===== config.mk =====
export PLATFORM = sky130hd
export DESIGN_NAME = pcx_rle_interlaced_line_decoder
export DESIGN_NICKNAME = d
export VERILOG_FILES = /design/src/rtl/pcxrle_pkg.sv /design/src/rtl/pcxrle_cfg.sv /design/src/rtl/pcxrle_core.sv /design/src/rtl/pcx_rle_interlaced_line_decoder.sv
export VERILOG_INCLUDE_DIRS = /design/src /design/src/rtl
export SDC_FILE = /design/constraint.sdc
export NUM_CORES = 1
export LEC_CHECK = 0
export BUFFER_PORTS_ARGS = -buffer_cell sky130_fd_sc_hd__buf_2
export CORE_ASPECT_RATIO = 2
export CORE_MARGIN = 4
export CORE_UTILIZATION = 40
export DETAILED_ROUTE_END_ITERATION = 16
export PLACE_DENSITY_LB_ADDON = 0.05
export RECOVER_POWER = 25
export SYNTH_ARGS = -nofsm -noshare
export SYNTH_HDL_FRONTEND = slang
export SYNTH_SLANG_ARGS = --single-unit

===== constraint.sdc =====
create_clock -name clk -period 12.4 [get_ports clk]
set_input_delay 2.48 -clock clk [delete_from_list [all_inputs] [get_ports clk]]
set_output_delay 2.48 -clock clk [all_outputs]
set_load 0.05 [all_outputs]

===== src/rtl/pcx_rle_interlaced_line_decoder_defines.svh =====
// Assertion macros for the PCX RLE interlaced line decoder.
// Used by the top level only; expects clk and rst_n in scope.
`ifndef PCX_RLE_INTERLACED_LINE_DECODER_DEFINES_SVH
`define PCX_RLE_INTERLACED_LINE_DECODER_DEFINES_SVH

// same-cycle implication, checked out of reset
`define PCXRLE_ASSERT_IMP(label, ante, cons) \
  label: assert property (@(posedge clk) disable iff (!rst_n) (ante) |-> (cons)) \
    else $error("pcxrle check failed");

// next-cycle implication, checked out of reset
`define PCXRLE_ASSERT_NXT(label, ante, cons) \
  label: assert property (@(posedge clk) disable iff (!rst_n) (ante) |=> (cons)) \
    else $error("pcxrle check failed");

`endif


===== src/rtl/pcxrle_pkg.sv =====
// Shared types and constants for the PCX RLE interlaced line decoder.
// No dependencies.
`timescale 1ns / 1ps

package pcxrle_pkg;

  localparam logic [7:0] KEY_MASK   = 8'hC0;
  localparam logic [5:0] COUNT_MASK = 6'h3F;

  // register reset values
  localparam logic [7:0]  RST_SCREEN_WIDTH = 8'd80;
  localparam logic [15:0] RST_DISPLAY_BASE = 16'd0;
  localparam logic [15:0] RST_ODD_OFFSET   = 16'd0;
  localparam logic [15:0] RST_START_COLUMN = 16'd0;
  localparam logic [9:0]  RST_START_LINE   = 10'd0;
  localparam logic [9:0]  RST_LINE_TOTAL   = 10'd0;
  localparam logic [11:0] RST_LINE_BYTES   = 12'd80;

  // first line address and parity under the reset register values
  localparam logic [15:0] RST_ROW_BASE  = 16'd0;
  localparam logic [15:0] RST_WRITE_PTR = 16'd0;
  localparam logic        RST_Y_ODD     = 1'b0;
  localparam logic        RST_FINISHED  = 1'b1;

  typedef enum logic [2:0] {
    REG_SCREEN_WIDTH = 3'd0,
    REG_DISPLAY_BASE = 3'd1,
    REG_ODD_OFFSET   = 3'd2,
    REG_START_COLUMN = 3'd3,
    REG_START_LINE   = 3'd4,
    REG_LINE_TOTAL   = 3'd5,
    REG_LINE_BYTES   = 3'd6
  } cfg_idx_t;

  typedef struct packed {
    logic [7:0]  screen_width;
    logic [15:0] display_base;
    logic [15:0] odd_field_offset;
    logic [15:0] start_column;
    logic [9:0]  start_line;
    logic [9:0]  line_total;
    logic [11:0] line_bytes;
  } cfg_t;

  // restart load for the decode state
  typedef struct packed {
    logic        load;
    logic [15:0] row_base;
    logic        y_odd;
    logic [15:0] write_ptr;
    logic        finished;
  } restart_t;

  typedef struct packed {
    logic [15:0] write_address;
    logic [7:0]  fill_value;
    logic [5:0]  fill_length;
    logic        line_done;
    logic        image_done;
  } result_t;

  typedef struct packed {
    logic finished;
    logic run_pending;
  } core_stat_t;

endpackage


===== src/rtl/pcxrle_cfg.sv =====
// Configuration registers and restart address computation.
// Depends on pcxrle_pkg.
`timescale 1ns / 1ps

module pcxrle_cfg
  import pcxrle_pkg::*;
(
  input  logic        clk,
  input  logic        rst_n,
  input  logic        cfg_write_en,
  input  logic [2:0]  cfg_index,
  input  logic [15:0] cfg_data,
  output cfg_t        cfg,
  output restart_t    restart
);

  cfg_t        cfg_r;
  cfg_t        cfg_nxt;
  logic        hit;
  logic [16:0] prod;
  logic [15:0] row_base;

  always_comb begin
    cfg_nxt = cfg_r;
    hit     = 1'b0;
    if (cfg_write_en) begin
      hit = 1'b1;
      case (cfg_idx_t'(cfg_index))
        REG_SCREEN_WIDTH: cfg_nxt.screen_width     = cfg_data[7:0];
        REG_DISPLAY_BASE: cfg_nxt.display_base     = cfg_data;
        REG_ODD_OFFSET:   cfg_nxt.odd_field_offset = cfg_data;
        REG_START_COLUMN: cfg_nxt.start_column     = cfg_data;
        REG_START_LINE:   cfg_nxt.start_line       = cfg_data[9:0];
        REG_LINE_TOTAL:   cfg_nxt.line_total       = cfg_data[9:0];
        REG_LINE_BYTES:   cfg_nxt.line_bytes       = cfg_data[11:0];
        default:          hit = 1'b0;
      endcase
    end
  end

  // first line: (start_line >> 1) * width + base + column, odd field offset if odd
  assign prod     = {8'd0, cfg_nxt.start_line[9:1]} * {9'd0, cfg_nxt.screen_width};
  assign row_base = prod[15:0] + cfg_nxt.display_base + cfg_nxt.start_column;

  always_comb begin
    restart.load      = hit;
    restart.row_base  = row_base;
    restart.y_odd     = cfg_nxt.start_line[0];
    restart.write_ptr = cfg_nxt.start_line[0] ? row_base + cfg_nxt.odd_field_offset
                                              : row_base;
    restart.finished  = (cfg_nxt.line_total == 10'd0);
  end

  always_ff @(posedge clk) begin
    if (!rst_n) begin
      cfg_r.screen_width     <= RST_SCREEN_WIDTH;
      cfg_r.display_base     <= RST_DISPLAY_BASE;
      cfg_r.odd_field_offset <= RST_ODD_OFFSET;
      cfg_r.start_column     <= RST_START_COLUMN;
      cfg_r.start_line       <= RST_START_LINE;
      cfg_r.line_total       <= RST_LINE_TOTAL;
      cfg_r.line_bytes       <= RST_LINE_BYTES;
    end else begin
      cfg_r <= cfg_nxt;
    end
  end

  assign cfg = cfg_r;

endmodule


===== src/rtl/pcxrle_core.sv =====
// Decode state and per-byte RLE decode: run key handling, line counting,
// incremental interlaced line addressing. Depends on pcxrle_pkg.
`timescale 1ns / 1ps

module pcxrle_core
  import pcxrle_pkg::*;
(
  input  logic       clk,
  input  logic       rst_n,
  input  cfg_t       cfg,
  input  restart_t   restart,
  input  logic       fire,
  input  logic [7:0] stream_byte,
  output logic       emit,
  output result_t    res,
  output core_stat_t stat
);

  logic        run_pending_r, run_pending_nxt;
  logic [5:0]  run_length_r,  run_length_nxt;
  logic [12:0] count_r,       count_nxt;
  logic [10:0] line_idx_r,    line_idx_nxt;
  logic [15:0] row_base_r,    row_base_nxt;
  logic        y_odd_r,       y_odd_nxt;
  logic [15:0] wptr_r,        wptr_nxt;
  logic        finished_r,    finished_nxt;

  logic [5:0]  len;
  logic [12:0] cnt_sum;
  logic [10:0] li_inc;
  logic [15:0] next_row;

  always_comb begin
    run_pending_nxt = run_pending_r;
    run_length_nxt  = run_length_r;
    count_nxt       = count_r;
    line_idx_nxt    = line_idx_r;
    row_base_nxt    = row_base_r;
    y_odd_nxt       = y_odd_r;
    wptr_nxt        = wptr_r;
    finished_nxt    = finished_r;
    emit            = 1'b0;
    len             = 6'd1;

    cnt_sum  = count_r + {7'd0, len};
    li_inc   = line_idx_r + 11'd1;
    // even to odd stays on the same half-line row, odd to even moves a row down
    next_row = y_odd_r ? row_base_r + {8'd0, cfg.screen_width} : row_base_r;

    res.write_address = wptr_r;
    res.fill_value    = stream_byte;
    res.fill_length   = len;
    res.line_done     = 1'b0;
    res.image_done    = 1'b0;

    if (fire && !finished_r) begin
      if (run_pending_r) begin
        run_pending_nxt = 1'b0;
        len             = run_length_r;
        emit            = (run_length_r != 6'd0);
      end else if ((stream_byte & KEY_MASK) == KEY_MASK) begin
        run_pending_nxt = 1'b1;
        run_length_nxt  = stream_byte[5:0] & COUNT_MASK;
      end else begin
        emit = 1'b1;
      end
    end

    cnt_sum         = count_r + {7'd0, len};
    res.fill_length = len;

    if (emit) begin
      wptr_nxt  = wptr_r + {10'd0, len};
      count_nxt = cnt_sum;
      if (cnt_sum >= {1'b0, cfg.line_bytes}) begin
        res.line_done = 1'b1;
        count_nxt     = 13'd0;
        line_idx_nxt  = li_inc;
        if (li_inc >= {1'b0, cfg.line_total}) begin
          finished_nxt   = 1'b1;
          res.image_done = 1'b1;
        end else begin
          row_base_nxt = next_row;
          y_odd_nxt    = !y_odd_r;
          wptr_nxt     = y_odd_r ? next_row : next_row + cfg.odd_field_offset;
        end
      end
    end

    // register write restarts the decoder
    if (restart.load) begin
      run_pending_nxt = 1'b0;
      run_length_nxt  = 6'd0;
      count_nxt       = 13'd0;
      line_idx_nxt    = 11'd0;
      row_base_nxt    = restart.row_base;
      y_odd_nxt       = restart.y_odd;
      wptr_nxt        = restart.write_ptr;
      finished_nxt    = restart.finished;
    end
  end

  always_ff @(posedge clk) begin
    if (!rst_n) begin
      run_pending_r <= 1'b0;
      run_length_r  <= 6'd0;
      count_r       <= 13'd0;
      line_idx_r    <= 11'd0;
      row_base_r    <= RST_ROW_BASE;
      y_odd_r       <= RST_Y_ODD;
      wptr_r        <= RST_WRITE_PTR;
      finished_r    <= RST_FINISHED;
    end else begin
      run_pending_r <= run_pending_nxt;
      run_length_r  <= run_length_nxt;
      count_r       <= count_nxt;
      line_idx_r    <= line_idx_nxt;
      row_base_r    <= row_base_nxt;
      y_odd_r       <= y_odd_nxt;
      wptr_r        <= wptr_nxt;
      finished_r    <= finished_nxt;
    end
  end

  assign stat.finished    = finished_r;
  assign stat.run_pending = run_pending_r;

endmodule


===== src/rtl/pcx_rle_interlaced_line_decoder.sv =====
// PCX RLE decoder to interlaced display fill commands.
// Path: accepted byte in the input register, then its fill in the output register.
// Throughput: one byte per cycle, bounded by the single decode stage between the
// input register and the output register; stalls only when the output is held.
// Reset (synchronous, rst_n low): registers to defaults, decoder finished, no beats.
`timescale 1ns / 1ps
`include "pcx_rle_interlaced_line_decoder_defines.svh"

module pcx_rle_interlaced_line_decoder
  import pcxrle_pkg::*;
(
  input  logic        clk,
  input  logic        rst_n,
  input  logic        cfg_write_en,
  input  logic [2:0]  cfg_index,
  input  logic [15:0] cfg_data,
  input  logic        in_valid,
  output logic        in_stall,
  input  logic [7:0]  in_stream_byte,
  output logic        out_valid,
  input  logic        out_stall,
  output logic [15:0] out_write_address,
  output logic [7:0]  out_fill_value,
  output logic [5:0]  out_fill_length,
  output logic        out_line_done,
  output logic        out_image_done
);

  cfg_t       cfg;
  restart_t   restart;
  result_t    res;
  core_stat_t stat;
  logic       emit;

  logic       s1_valid_r;
  logic [7:0] s1_byte_r;
  logic       out_valid_r;
  result_t    out_r;
  logic       out_free;
  logic       s1_adv;
  logic       in_fire;

  assign out_free = !out_valid_r || !out_stall;
  assign s1_adv   = s1_valid_r && out_free;
  assign in_stall = s1_valid_r && !out_free;
  assign in_fire  = in_valid && !in_stall;

  pcxrle_cfg u_cfg (
    .clk          (clk),
    .rst_n        (rst_n),
    .cfg_write_en (cfg_write_en),
    .cfg_index    (cfg_index),
    .cfg_data     (cfg_data),
    .cfg          (cfg),
    .restart      (restart)
  );

  pcxrle_core u_core (
    .clk         (clk),
    .rst_n       (rst_n),
    .cfg         (cfg),
    .restart     (restart),
    .fire        (s1_adv),
    .stream_byte (s1_byte_r),
    .emit        (emit),
    .res         (res),
    .stat        (stat)
  );

  always_ff @(posedge clk) begin
    if (!rst_n) begin
      s1_valid_r <= 1'b0;
    end else if (in_fire) begin
      s1_valid_r <= 1'b1;
    end else if (s1_adv) begin
      s1_valid_r <= 1'b0;
    end
  end

  always_ff @(posedge clk) begin
    if (in_fire) begin
      s1_byte_r <= in_stream_byte;
    end
  end

  // output slot is free whenever the decode stage advances
  always_ff @(posedge clk) begin
    if (!rst_n) begin
      out_valid_r <= 1'b0;
    end else if (emit) begin
      out_valid_r <= 1'b1;
    end else if (!out_stall) begin
      out_valid_r <= 1'b0;
    end
  end

  always_ff @(posedge clk) begin
    if (emit) begin
      out_r <= res;
    end
  end

  assign out_valid         = out_valid_r;
  assign out_write_address = out_r.write_address;
  assign out_fill_value    = out_r.fill_value;
  assign out_fill_length   = out_r.fill_length;
  assign out_line_done     = out_r.line_done;
  assign out_image_done    = out_r.image_done;

  `PCXRLE_ASSERT_IMP(a_len_nonzero, out_valid_r, out_r.fill_length != 6'd0)
  `PCXRLE_ASSERT_IMP(a_image_ends_line, out_valid_r && out_r.image_done, out_r.line_done)
  `PCXRLE_ASSERT_NXT(a_idle_when_done, s1_adv && stat.finished, !out_valid_r)

endmodule


==> metrics.csv <==
stage,metric,value,unit
min_path,Hold Path Depth,2,
final_layout,Final nets,1868,
routing,DR vias/cell,5.43,
worst_setup_path,worst r2r src,u_cfg.cfg[83]$_SDFF_PN0_,
yosys,Netlist cell types,89,
timing,final-report max-slew violation count,0,
yosys,Post-synth EDFFs,40,
global_routing,largest net degree at the start of global routing,73,
die,initial core utilization,40.5,%
yosys,commonest cells in the netlist,"dfxtp_1, nor2_1, nand2_1",
status,failing checks,capacitance limit,
clock_network,# clock sinks,195,
routing,Antenna Violating Nets Remaining,0,
min_path,Hold Path Origin,u_cfg.cfg[5]$_SDFFE_PN0P_,
final_layout,Register Area,4300,um2
timing,final setup TNS,0,ps
final_layout,area of the multi-input gates,9420,um2
timing,RSZ-0062 raised after global routing,no,
timing,fmax,95.7,MHz
place,Port Buf Inserts,65,
yosys,adder-cell share of the synthesized area,19.7,%
die,# rows,98,
yosys,synthesized area per cell,8.97,um2
routing,final wirelength,42500,um
yosys,top post-synthesis cells by area,"dfxtp_1, fa_1, ha_1, edfxtp_1, nor2_1",
job,maxcap violations,1,
min_path,Hold Crit Class,flop to flop,
clock_network,CTS tree,yes,
worst_setup_path,reg2reg path depth,24,
timing,Final min period,10450,ps
yosys,Synth Area in XOR/XNOR,5.93,%
final_layout,fillers,3669,
yosys,largest family of logic cells by synthesized area,adder cells,
timing,Slew headroom,3.72,%
yosys,sequential area share after synthesis,29.7,%
timing,# setup viols final,0,
yosys,"Net Count, Synth",1833,
worst_setup_path,Buf/Inv on CP,4,
clock_network,post-CTS sizing,0,
min_path,endpoint of the worst hold path,u_cfg.cfg[5]$_SDFFE_PN0P_,
clock_network,clk buf depth,2,
worst_setup_path,FF-to-FF setup slack,5010,ps
clock_network,"Reg clk slew, reported paths",80,ps
global_routing,global-route wire length before repair,67600,um
die,Top Ports,66,
timing,Final Hold Viols,0,
worst_setup_path,Crit Path Category,primary input to flop,
die,Core ar.,35800,um2
yosys,Post-synth top flop,dfxtp_1,
clock_network,H-tree depth,4,
routing,routed len/inst,20.1,um
worst_setup_path,Critical Path End Type,flop,
clock_network,setup bufs post-CTS,0,
place,Placed Cells,2083,
yosys,Syn Inst Count,1617,
yosys,"area leader, netlist",dfxtp_1,
routing,DRC Markers,0,
routing,total number of vias,11494,
clock_network,clock insertion delay at the later pin of the skew report,460,ps
power,pwr dens,94.9,nW/um2
place,HPWL Detailed,33100,um
yosys,register bit total from synthesis,195,
worst_setup_path,WP depth,26,
final_layout,Finished Layout Cells,2115,
yosys,mapped cell area,14500,um2
final_layout,fin area,15800,um2
yosys,simple logic cell fraction of the synthesized area,18.4,%
global_routing,GRT Resource Usage Total,22.1,%
clock_network,CTS root buffer,clkbuf_16,
worst_setup_path,cell mode on critical path,fa_1,
routing,drt pass-1 iters,5,
worst_setup_path,FF-to-FF End,u_core.wptr_r[15]$_SDFFE_PN0P_,
final_layout,Inserted Diodes,0,
power,Max VDD drop,0.0995,mV
yosys,most frequent cell after synthesis,dfxtp_1,
timing,hold_ws,456,ps
clock_network,TritonCTS buffer count,17,
worst_setup_path,Arrival @ worst endpoint,10770,ps
yosys,post-synth top area share,21.4,%
worst_setup_path,crit path launch type,primary input,
die,die height,277,um
die,Die ar.,39500,um2
final_layout,Area Growth Syn to Fin,8.75,%
routing,DR iter-0 viols,515,
timing,final setup skew,18.7,ps
status,status,"complete, but fails checks",
worst_setup_path,maximum fanout along the worst path,19,
timing,slew at the pin with the worst max-slew slack,1440,ps
global_routing,initial antenna violation count,0,
die,die width,143,um
place,DP Area,15200,um2
timing,crit share post-route,84.2,%
global_routing,grt total ovfl,0,
power,Total Power,1.50,mW
worst_setup_path,CP top delay family,adder cells,
worst_setup_path,"Largest stage delay, worst path",1150,ps
global_routing,vias in the first global route,12179,
clock_network,hold_buf cts,0,
power,leakage,6.86,nW
yosys,mux cell area share after synthesis,6.50,%
yosys,ys async rst share,0,%
place,GPL Wtd Cong,0.871,
worst_setup_path,WP data required,12720,ps
yosys,YS warnings,0,
final_layout,share of layout cells above drive strength 1,10.6,%
worst_setup_path,CP max stage cell,nand4b_1,
yosys,Synth Area in Compound Gates,14.5,%
[tightest hold or removal path, cell delays in order, from the launching register on]
cell,delay (ps)
dfxtp_1,310
nand2_1,50
a21oi_1,50
[worst max path at each step]
stage / start / endpoint / slack (ps)
detailed placement: cfg_index[1] / u_core.wptr_r[15]$_SDFFE_PN0P_ / 1940
global placement: cfg_index[1] / u_core.wptr_r[15]$_SDFFE_PN0P_ / 2080
CTS: cfg_index[1] / u_core.wptr_r[15]$_SDFFE_PN0P_ / 2420
global route: cfg_index[0] / u_core.wptr_r[15]$_SDFFE_PN0P_ / 1310
floorplan: cfg_index[0] / u_core.wptr_r[15]$_SDFFE_PN0P_ / 2920
finish: cfg_index[0] / u_core.wptr_r[15]$_SDFFE_PN0P_ / 1950
[cell families after synthesis]
logic type / count (synthesis)
xor gates and xnor gates: 96
buffers and inverters: 194
AOI/OAI and AO/OA: 320
and+or+nand+nor: 542
muxes: 86
DFF: 195
adders and majority gates: 184
[cells in the final DEF, fill, tap and decap left out, drive strengths merged, types with 37 or more instances in the layout]
cell type / count
dfxtp: 155
nor2: 147
nand2: 142
inv: 136
ha: 111
a21oi: 98
fa: 73
o21ai: 73
buf: 65
xnor2: 59
mux2i: 47
nand3: 45
and2: 41
edfxtp: 40
mux2: 39
xor2: 37
[state kept, by name, summed over array words and instances (netlist names)]
signal                flops
s1_valid_r                1
u_core.line_idx_r        11
out_fill_value            8
out_image_done            1
out_write_address        16
u_core.wptr_r            16
s1_byte_r                 8
out_fill_length           6
u_core.run_length_r       6
u_cfg.cfg                88
u_core.y_odd_r            1
out_valid                 1
out_line_done             1
u_core.run_pending_r      1
u_core.row_base_r        16
u_core.count_r           13
u_core.finished_r         1
[layer usage]
layer  up-vias  routed length (um)  track usage (%)
li1       5661                   -                -
met1      5611               16000             23.1
met3        56                 816             2.04
met4         0                1440             8.56
met5         -                   0                0
met2       166               24200             43.8
[stage by stage]
stage	setup slack (ps)	utilization [%]
finish	1950	44.0
global route	1310	44.0
CTS	2420	44.1
detailed placement	1940	42.5
global placement	2080	42.5
floorplan	2920	-
[where the power goes]
part	switching [mW]	internal, mW
Combinational	0.156	0.0956
Sequential	0.0168	0.665
Clock	0.278	0.284
[layout make-up]
cell class / instances / area share (%)
timing repair buffer: 80 / 2.66
clock inverter: 14 / 0.920
multi-input combinational: 1228 / 59.7
clock buffer: 18 / 2.72
tap: 450 / 3.57
inverter: 130 / 3.09
sequential: 195 / 27.3
Power figures use the tool's default switching activity.
